--- src/rtl/core/scope_frame_crc16_framer_macros.svh ---
// ---------------------------------------------------------------------------
// scope_frame_crc16_framer_macros: assertion macros
// shared concurrent check forms, clocked on clk and disabled in reset
// ---------------------------------------------------------------------------
`ifndef SCOPE_FRAME_CRC16_FRAMER_MACROS_SVH
`define SCOPE_FRAME_CRC16_FRAMER_MACROS_SVH

// same-cycle implication
`define SFCF_ASSERT_SAME(label, ante, cons) \
    label: assert property (@(posedge clk) disable iff (!rst_n) (ante) |-> (cons)) \
        else $error("sfcf check failed");

// next-cycle implication
`define SFCF_ASSERT_NEXT(label, ante, cons) \
    label: assert property (@(posedge clk) disable iff (!rst_n) (ante) |=> (cons)) \
        else $error("sfcf check failed");

`endif

--- src/rtl/core/sfcf_pkg.sv ---
// ---------------------------------------------------------------------------
// sfcf_pkg: frame builder constants and crc function
// frame geometry, crc-16/modbus constants and the one-byte crc update
// ---------------------------------------------------------------------------
package sfcf_pkg;

    localparam int NUM_CHANNELS = 4;
    localparam int CHAN_SLOTS   = 4;
    localparam int CHAN_W       = 16;
    localparam int DATA_BYTES   = 2 * NUM_CHANNELS;
    localparam int FRAME_BYTES  = DATA_BYTES + 2;
    localparam int DATA_W       = DATA_BYTES * 8;
    localparam int FRAME_W      = FRAME_BYTES * 8;
    localparam int BYTE_IDX_W   = $clog2(FRAME_BYTES);

    localparam logic [15:0] CRC_INIT = 16'hFFFF;
    localparam logic [15:0] CRC_POLY = 16'hA001;

    typedef logic [DATA_W-1:0] data_t;
    typedef logic [15:0]       crc_t;

    // one byte through the reflected crc, lsb first
    function automatic crc_t crc_feed(input crc_t crc, input logic [7:0] data_byte);
        crc_t c;
        c = crc ^ {8'h00, data_byte};
        for (int b = 0; b < 8; b++)
        begin
            if (c[0])
                c = (c >> 1) ^ CRC_POLY;
            else
                c = c >> 1;
        end
        return c;
    endfunction

endpackage

--- src/rtl/core/sfcf_crc_stage.sv ---
// ---------------------------------------------------------------------------
// sfcf_crc_stage: one pipeline stage of the frame crc
// folds one data byte into the running crc and carries the frame data along
// ---------------------------------------------------------------------------
module sfcf_crc_stage (
    input  logic           clk,
    input  logic           rst_n,
    input  logic           in_valid,
    output logic           in_stall,
    input  sfcf_pkg::crc_t in_crc,
    input  sfcf_pkg::data_t in_data,
    input  logic [7:0]     in_byte,
    output logic           out_valid,
    input  logic           out_stall,
    output sfcf_pkg::crc_t out_crc,
    output sfcf_pkg::data_t out_data
);

    logic            valid_reg;
    logic            valid_next;
    sfcf_pkg::crc_t  crc_reg;
    sfcf_pkg::data_t data_reg;
    logic            load;

    assign in_stall = valid_reg && out_stall;
    assign load     = in_valid && !in_stall;

    always_comb
    begin
        if (!in_stall)
            valid_next = in_valid;
        else
            valid_next = valid_reg;
    end

    always_ff @(posedge clk or negedge rst_n)
    begin
        if (!rst_n)
            valid_reg <= 1'b0;
        else
            valid_reg <= valid_next;
    end

    always_ff @(posedge clk)
    begin
        if (load)
        begin
            crc_reg  <= sfcf_pkg::crc_feed(in_crc, in_byte);
            data_reg <= in_data;
        end
    end

    assign out_valid = valid_reg;
    assign out_crc   = crc_reg;
    assign out_data  = data_reg;

endmodule

--- src/rtl/core/sfcf_serializer.sv ---
// ---------------------------------------------------------------------------
// sfcf_serializer: frame to byte stream
// holds one finished frame and sends it one byte per transfer
// ---------------------------------------------------------------------------
module sfcf_serializer (
    input  logic            clk,
    input  logic            rst_n,
    input  logic            in_valid,
    output logic            in_stall,
    input  sfcf_pkg::crc_t  in_crc,
    input  sfcf_pkg::data_t in_data,
    output logic            out_valid,
    input  logic            out_stall,
    output logic [7:0]      out_byte,
    output logic            out_last
);

    localparam logic [sfcf_pkg::BYTE_IDX_W-1:0] LAST_IDX =
        sfcf_pkg::BYTE_IDX_W'(sfcf_pkg::FRAME_BYTES - 1);

    logic                                valid_reg;
    logic                                valid_next;
    logic [sfcf_pkg::BYTE_IDX_W-1:0]     idx_reg;
    logic [sfcf_pkg::BYTE_IDX_W-1:0]     idx_next;
    logic [sfcf_pkg::FRAME_W-1:0]        frame_reg;
    logic                                send;
    logic                                done;
    logic                                load;

    assign out_last = (idx_reg == LAST_IDX);
    assign send     = valid_reg && !out_stall;
    assign done     = send && out_last;
    assign in_stall = valid_reg && !done;
    assign load     = in_valid && !in_stall;

    always_comb
    begin
        valid_next = valid_reg;
        idx_next   = idx_reg;
        if (load)
        begin
            valid_next = 1'b1;
            idx_next   = '0;
        end
        else if (done)
        begin
            valid_next = 1'b0;
        end
        else if (send)
        begin
            idx_next = idx_reg + 1'b1;
        end
    end

    always_ff @(posedge clk or negedge rst_n)
    begin
        if (!rst_n)
        begin
            valid_reg <= 1'b0;
            idx_reg   <= '0;
        end
        else
        begin
            valid_reg <= valid_next;
            idx_reg   <= idx_next;
        end
    end

    // crc low byte sits just above the data, crc high byte on top
    always_ff @(posedge clk)
    begin
        if (load)
            frame_reg <= {in_crc, in_data};
    end

    assign out_valid = valid_reg;
    assign out_byte  = frame_reg[idx_reg * 8 +: 8];

endmodule

--- src/rtl/core/scope_frame_crc16_framer.sv ---
// ---------------------------------------------------------------------------
// scope_frame_crc16_framer: four-channel scope frame builder
// 16-bit channel words in, crc-16/modbus protected byte frame out
// ---------------------------------------------------------------------------
// Each item transfer of four channel words yields one frame of ten byte
// transfers: channel 0 low and high byte, then channels 1 to 3 the same way,
// then the crc-16/modbus of those eight bytes (init 0xffff, reflected poly
// 0xa001, no final xor), low byte then high byte; frame_last marks the crc
// high byte. The crc runs in an eight-stage pipeline, one data byte per
// stage, followed by a frame register that streams bytes out; an item passes
// through all eight crc stage registers and then the frame register. The byte
// port carries one byte per cycle while frame_stall is low, frames follow each
// other with no idle byte slot, and up to eight more items are held in the
// pipeline while a frame is being sent. Nothing persists between frames;
// reset only clears the valid bits and the byte index.
// ---------------------------------------------------------------------------
module scope_frame_crc16_framer (
    input  logic        clk,
    input  logic        rst_n,
    input  logic        item_valid,
    output logic        item_stall,
    input  logic [15:0] channel_0,
    input  logic [15:0] channel_1,
    input  logic [15:0] channel_2,
    input  logic [15:0] channel_3,
    output logic        frame_valid,
    input  logic        frame_stall,
    output logic [7:0]  frame_byte,
    output logic        frame_last
);

`include "scope_frame_crc16_framer_macros.svh"

    localparam int NB = sfcf_pkg::DATA_BYTES;

    // all channel slots packed, channel 0 in the low word
    logic [sfcf_pkg::CHAN_SLOTS*sfcf_pkg::CHAN_W-1:0] all_chan;
    sfcf_pkg::data_t                                  item_data;

    // pipeline links, index k feeds stage k
    logic            pipe_valid [0:NB];
    logic            pipe_stall [0:NB];
    sfcf_pkg::crc_t  pipe_crc   [0:NB];
    sfcf_pkg::data_t pipe_data  [0:NB];

    assign all_chan  = {channel_3, channel_2, channel_1, channel_0};
    assign item_data = all_chan[sfcf_pkg::DATA_W-1:0];

    // head of the pipe: crc starts from its init value
    assign pipe_valid[0] = item_valid;
    assign pipe_crc[0]   = sfcf_pkg::CRC_INIT;
    assign pipe_data[0]  = item_data;
    assign item_stall    = pipe_stall[0];

    // one crc stage per data byte, byte k folded in at stage k
    for (genvar k = 0; k < NB; k++)
    begin : g_stage
        sfcf_crc_stage u_stage (
            .clk       (clk),
            .rst_n     (rst_n),
            .in_valid  (pipe_valid[k]),
            .in_stall  (pipe_stall[k]),
            .in_crc    (pipe_crc[k]),
            .in_data   (pipe_data[k]),
            .in_byte   (pipe_data[k][k*8 +: 8]),
            .out_valid (pipe_valid[k+1]),
            .out_stall (pipe_stall[k+1]),
            .out_crc   (pipe_crc[k+1]),
            .out_data  (pipe_data[k+1])
        );
    end

    // finished frame to byte transfers
    sfcf_serializer u_ser (
        .clk       (clk),
        .rst_n     (rst_n),
        .in_valid  (pipe_valid[NB]),
        .in_stall  (pipe_stall[NB]),
        .in_crc    (pipe_crc[NB]),
        .in_data   (pipe_data[NB]),
        .out_valid (frame_valid),
        .out_stall (frame_stall),
        .out_byte  (frame_byte),
        .out_last  (frame_last)
    );

    // a stalled item means the first stage is holding one
    `SFCF_ASSERT_SAME(a_stall_has_head, item_stall, pipe_valid[1])
    // inside a frame the next byte is always ready right after a transfer
    `SFCF_ASSERT_NEXT(a_frame_no_gap, frame_valid && !frame_stall && !frame_last, frame_valid)
    // after the last byte with no frame waiting, the output goes idle
    `SFCF_ASSERT_NEXT(a_idle_after_last,
        frame_valid && !frame_stall && frame_last && !pipe_valid[NB], !frame_valid)

endmodule
--- config.mk ---
export PLATFORM = sky130hd
export DESIGN_NAME = scope_frame_crc16_framer
export DESIGN_NICKNAME = d
export VERILOG_FILES = /design/src/rtl/core/sfcf_pkg.sv /design/src/rtl/core/sfcf_crc_stage.sv /design/src/rtl/core/sfcf_serializer.sv /design/src/rtl/core/scope_frame_crc16_framer.sv
export VERILOG_INCLUDE_DIRS = /design/src /design/src/rtl/core
export SDC_FILE = /design/constraint.sdc
export NUM_CORES = 1
export LEC_CHECK = 0
export ABC_CLOCK_PERIOD_IN_PS = 12100
export BUFFER_PORTS_ARGS = -buffer_cell sky130_fd_sc_hd__buf_2
export CORE_ASPECT_RATIO = 1.75
export CORE_MARGIN = 5
export CORE_UTILIZATION = 37
export DETAILED_ROUTE_END_ITERATION = 7
export PLACE_DENSITY = 0.63
export SLEW_MARGIN = 20
export SYNTH_ARGS = -nofsm -noshare
export SYNTH_HDL_FRONTEND = slang
export SYNTH_SLANG_ARGS = --single-unit
export TNS_END_PERCENT = 20
--- constraint.sdc ---
create_clock -name clk -period 12.1 [get_ports clk]
set_input_delay 1.815 -clock clk [delete_from_list [all_inputs] [get_ports clk]]
set_output_delay 1.815 -clock clk [all_outputs]
set_load 0.1 [all_outputs]
==> results.md <==
* Run status: completed
* Clk_lat worst skew at 0.58 ns
* Core Region at 0.0653 mm2
* CTS Buf Count at 55
* Vias at about 8400
* PortBufs at 78
* HP Start: g_stage[6].u_stage.out_data[44]
* Final Hold Viols at 0
* IO Count at slightly below 80
* CTS max path bufs at 3
* 1st-iter DRT viols at 328
* Worst path required time at 10.28 ns
* Fmax achieved at 182 MHz
* Clock sinks at around 730
* Max FO, Critical Path at 21
* Die W at 204 um
* Worst-margin pin slew at 1.02 ns
* Fin crit share at 45.4%
* Tmin final at 5.49 ns
* Number of global-route vias before repair at 9101
* FF+latch area at 0.0218 mm2
* CTS tree: yes
* H-tree Lvls at 2
* Post-synth ARST share at 1.79%
* First-pass GRT wire length at 49500 um
* Count of final max-slew check failures at 0
* DIE AREA at 0.0713 mm2
* Setup Buffers After CTS at 0
* Initial antenna violation count at 0
* Worst hold path type: reg2reg
* R2R setup slack at between 8 and 9 ns
* Crit path arrival time at ~3.7 ns
* Crit Path Category: reg2out
* CTS resizes at 0
* Final Util at 42.6%
* # hold bufs at CTS at 0
* Die Y at between 300 and 400 um
* Final #Nets at ~1200
* Slew Limit Headroom at about a third
* Max-cap violations at 0
* Power per Cell Area at between 150 and 200 mW/mm2
* Clock transition at path regs at ~0.070 ns
* 1st-pass router iterations at 4
* Drt drc at 0
* Commonest non-fill, non-tap cells in the layout: edfxtp_1, xnor2_1, buf_2
* FF-to-FF path depth at 6
* Vias per inst at 4.09
* Final WL at roughly 31000 um
* Post-Route Skew at ~0.013 ns
* Clock root cell: clkbuf_16
* Number of synthesized flops with an enable pin at slightly above 700
* Total Routing Usage GR at 8.95%
* Share of post-route cells with drive strength above 1 at 18.0%
* Main synth FF type: edfxtp_1
* Row count at between 100 and 150
* Reg2Reg Launch Point: u_ser.idx_reg[1]
* Placer Congestion at roughly 0.73
* Yosys cell types at 36
* Sequential share of the synthesized area at 89.3%
* Syn Nets at 1067
* Max reg flops at 512
* Mapped Area at 0.0244 mm2
* HPWL Detailed at approximately 22000 um
* Final setup vio count at 0
* Ys Warns at 0
* Area growth, synth to finish at 14.2%
* Largest net degree at the start of global routing at 81
* GRT overflow at 0
* Critical R2R Capture: g_stage[4].u_stage.out_data[48]
* Starting Density at 37.3%
* WHS Endpoint: g_stage[7].u_stage.out_data[44]
* Hold Path Depth at 0
* Type of origin of the critical path: register
* Multi-input gate area at 0.00259 mm2
* DRT antenna net count at 0
* Cells after synthesis at 997
* RSZ-0062 raised after global routing: no
* Leak at between 0.008 and 0.009 uW
* Synth Register Bits at 727
* # diodes at 0
* Avg Cell Area, Syn at 24.5 um2
* Commonest non-fill, non-tap cell in the layout: edfxtp_1
* Setup crit end kind: output port
* Worst vdd ir at about 0.12 mV
* Setup TNS at 0 ns
* WL/cell at 15.1 um
* # fillers at between 5000 and 6000
[power by group]
part	switching (uW)	leakage, uW	internal (uW)
Clock	802	0.000891	1040
Combinational	433	0.00145	188
Sequential	58.3	0.00657	2970
Total	1290	0.00892	4200
[synthesized netlist by cell type (2+ instances only)]
cell type | count | share of area, %
a22o_1 | 2 | 0.072
and3_1 | 2 | 0.051
a21o_1 | 2 | 0.062
nand2b_1 | 5 | 0.13
inv_1 | 14 | 0.22
o31ai_1 | 2 | 0.062
mux2i_1 | 8 | 0.33
xor2_1 | 42 | 1.5
nand4_1 | 3 | 0.077
and2_1 | 4 | 0.10
nor2b_1 | 4 | 0.10
xnor2_1 | 88 | 3.2
mux4_2 | 16 | 1.5
buf_4 | 2 | 0.062
nand2_1 | 8 | 0.12
or2_2 | 2 | 0.051
a21oi_1 | 3 | 0.062
a22oi_1 | 8 | 0.25
xnor2_2 | 3 | 0.20
buf_2 | 2 | 0.041
clkbuf_1 | 3 | 0.046
xor2_2 | 8 | 0.53
ha_1 | 2 | 0.10
o21ai_0 | 10 | 0.21
edfxtp_1 | 714 | 88
nor2_1 | 3 | 0.046
xnor3_1 | 11 | 1.0
xor3_1 | 4 | 0.39
dfrtp_1 | 13 | 1.3
nor3_1 | 2 | 0.041
nand3_1 | 2 | 0.041
[cell type report]
cell class | instances | share of cell area [%]
multi-input combinational | 249 | 9.29
clock inverter | 39 | 1.56
sequential | 727 | 78.2
clock buffer | 63 | 5.24
tap | 882 | 3.96
inverter | 14 | 0.189
timing repair buffer | 85 | 1.59
[cell families (layout without fill, tap and decap cells)]
kind of cell | count (synthesis) | in the layout | synth area share, %
DFF | 727 | 727 | 89.3
and+or+nand+nor | 38 | 38 | 0.878
muxes | 24 | 24 | 1.81
AOI/OAI and AO/OA | 29 | 29 | 0.765
adders and majority gates | 2 | 2 | 0.103
buffers and inverters | 21 | 201 | 0.364
xor gates and xnor gates | 156 | 156 | 6.81
[per-stage QoR]
stage / power [uW] / hold WS (ns) / instance area, um2 / std cells / setup WS [ns]
detailed placement: 3730 / 0.405 / 26000 / 1957 / 6.62
finish: 5490 / 0.412 / 27800 / 2059 / 6.61
floorplan: 3570 / 0.400 / 24400 / 997 / 3.30
global placement: 3710 / 0.401 / 26000 / 1957 / 6.67
CTS: 5580 / 0.412 / 27800 / 2059 / 6.50
global route: 5720 / 0.407 / 27800 / 2059 / 6.32
[worst max-delay path, cell delays in order, from the launching register on]
cell and delay, ns:
dfrtp_1 0.94, inv_1 0.15, ha_1 0.25, nor4bb_1 0.16, nor3_2 0.76, and3_1 0.35, buf_2 0.47
[how the worst max path moves through the flow]
| stage | endpoint | cells after the start | start | slack (ns) |
|---|---|---|---|---|
| floorplan | g_stage[6].u_stage.out_crc[0] | 3 | frame_stall | 3.30 |
| global placement | item_stall | 5 | frame_stall | 6.67 |
| detailed placement | item_stall | 5 | frame_stall | 6.62 |
| CTS | item_stall | 6 | u_ser.idx_reg[1] | 6.50 |
| global route | item_stall | 6 | u_ser.idx_reg[1] | 6.32 |
| finish | item_stall | 6 | u_ser.idx_reg[1] | 6.61 |
[metal layers]
| metal | global-route usage (%) | part of all wire, % |
|---|---|---|
| met1 | 8.49 | 33 |
| met5 | 0 | 0 |
| met2 | 17.9 | 59 |
| met4 | 5.15 | 5.2 |
| met3 | 1.33 | 3.3 |
No activity file was read; power rests on OpenSTA's default activity.
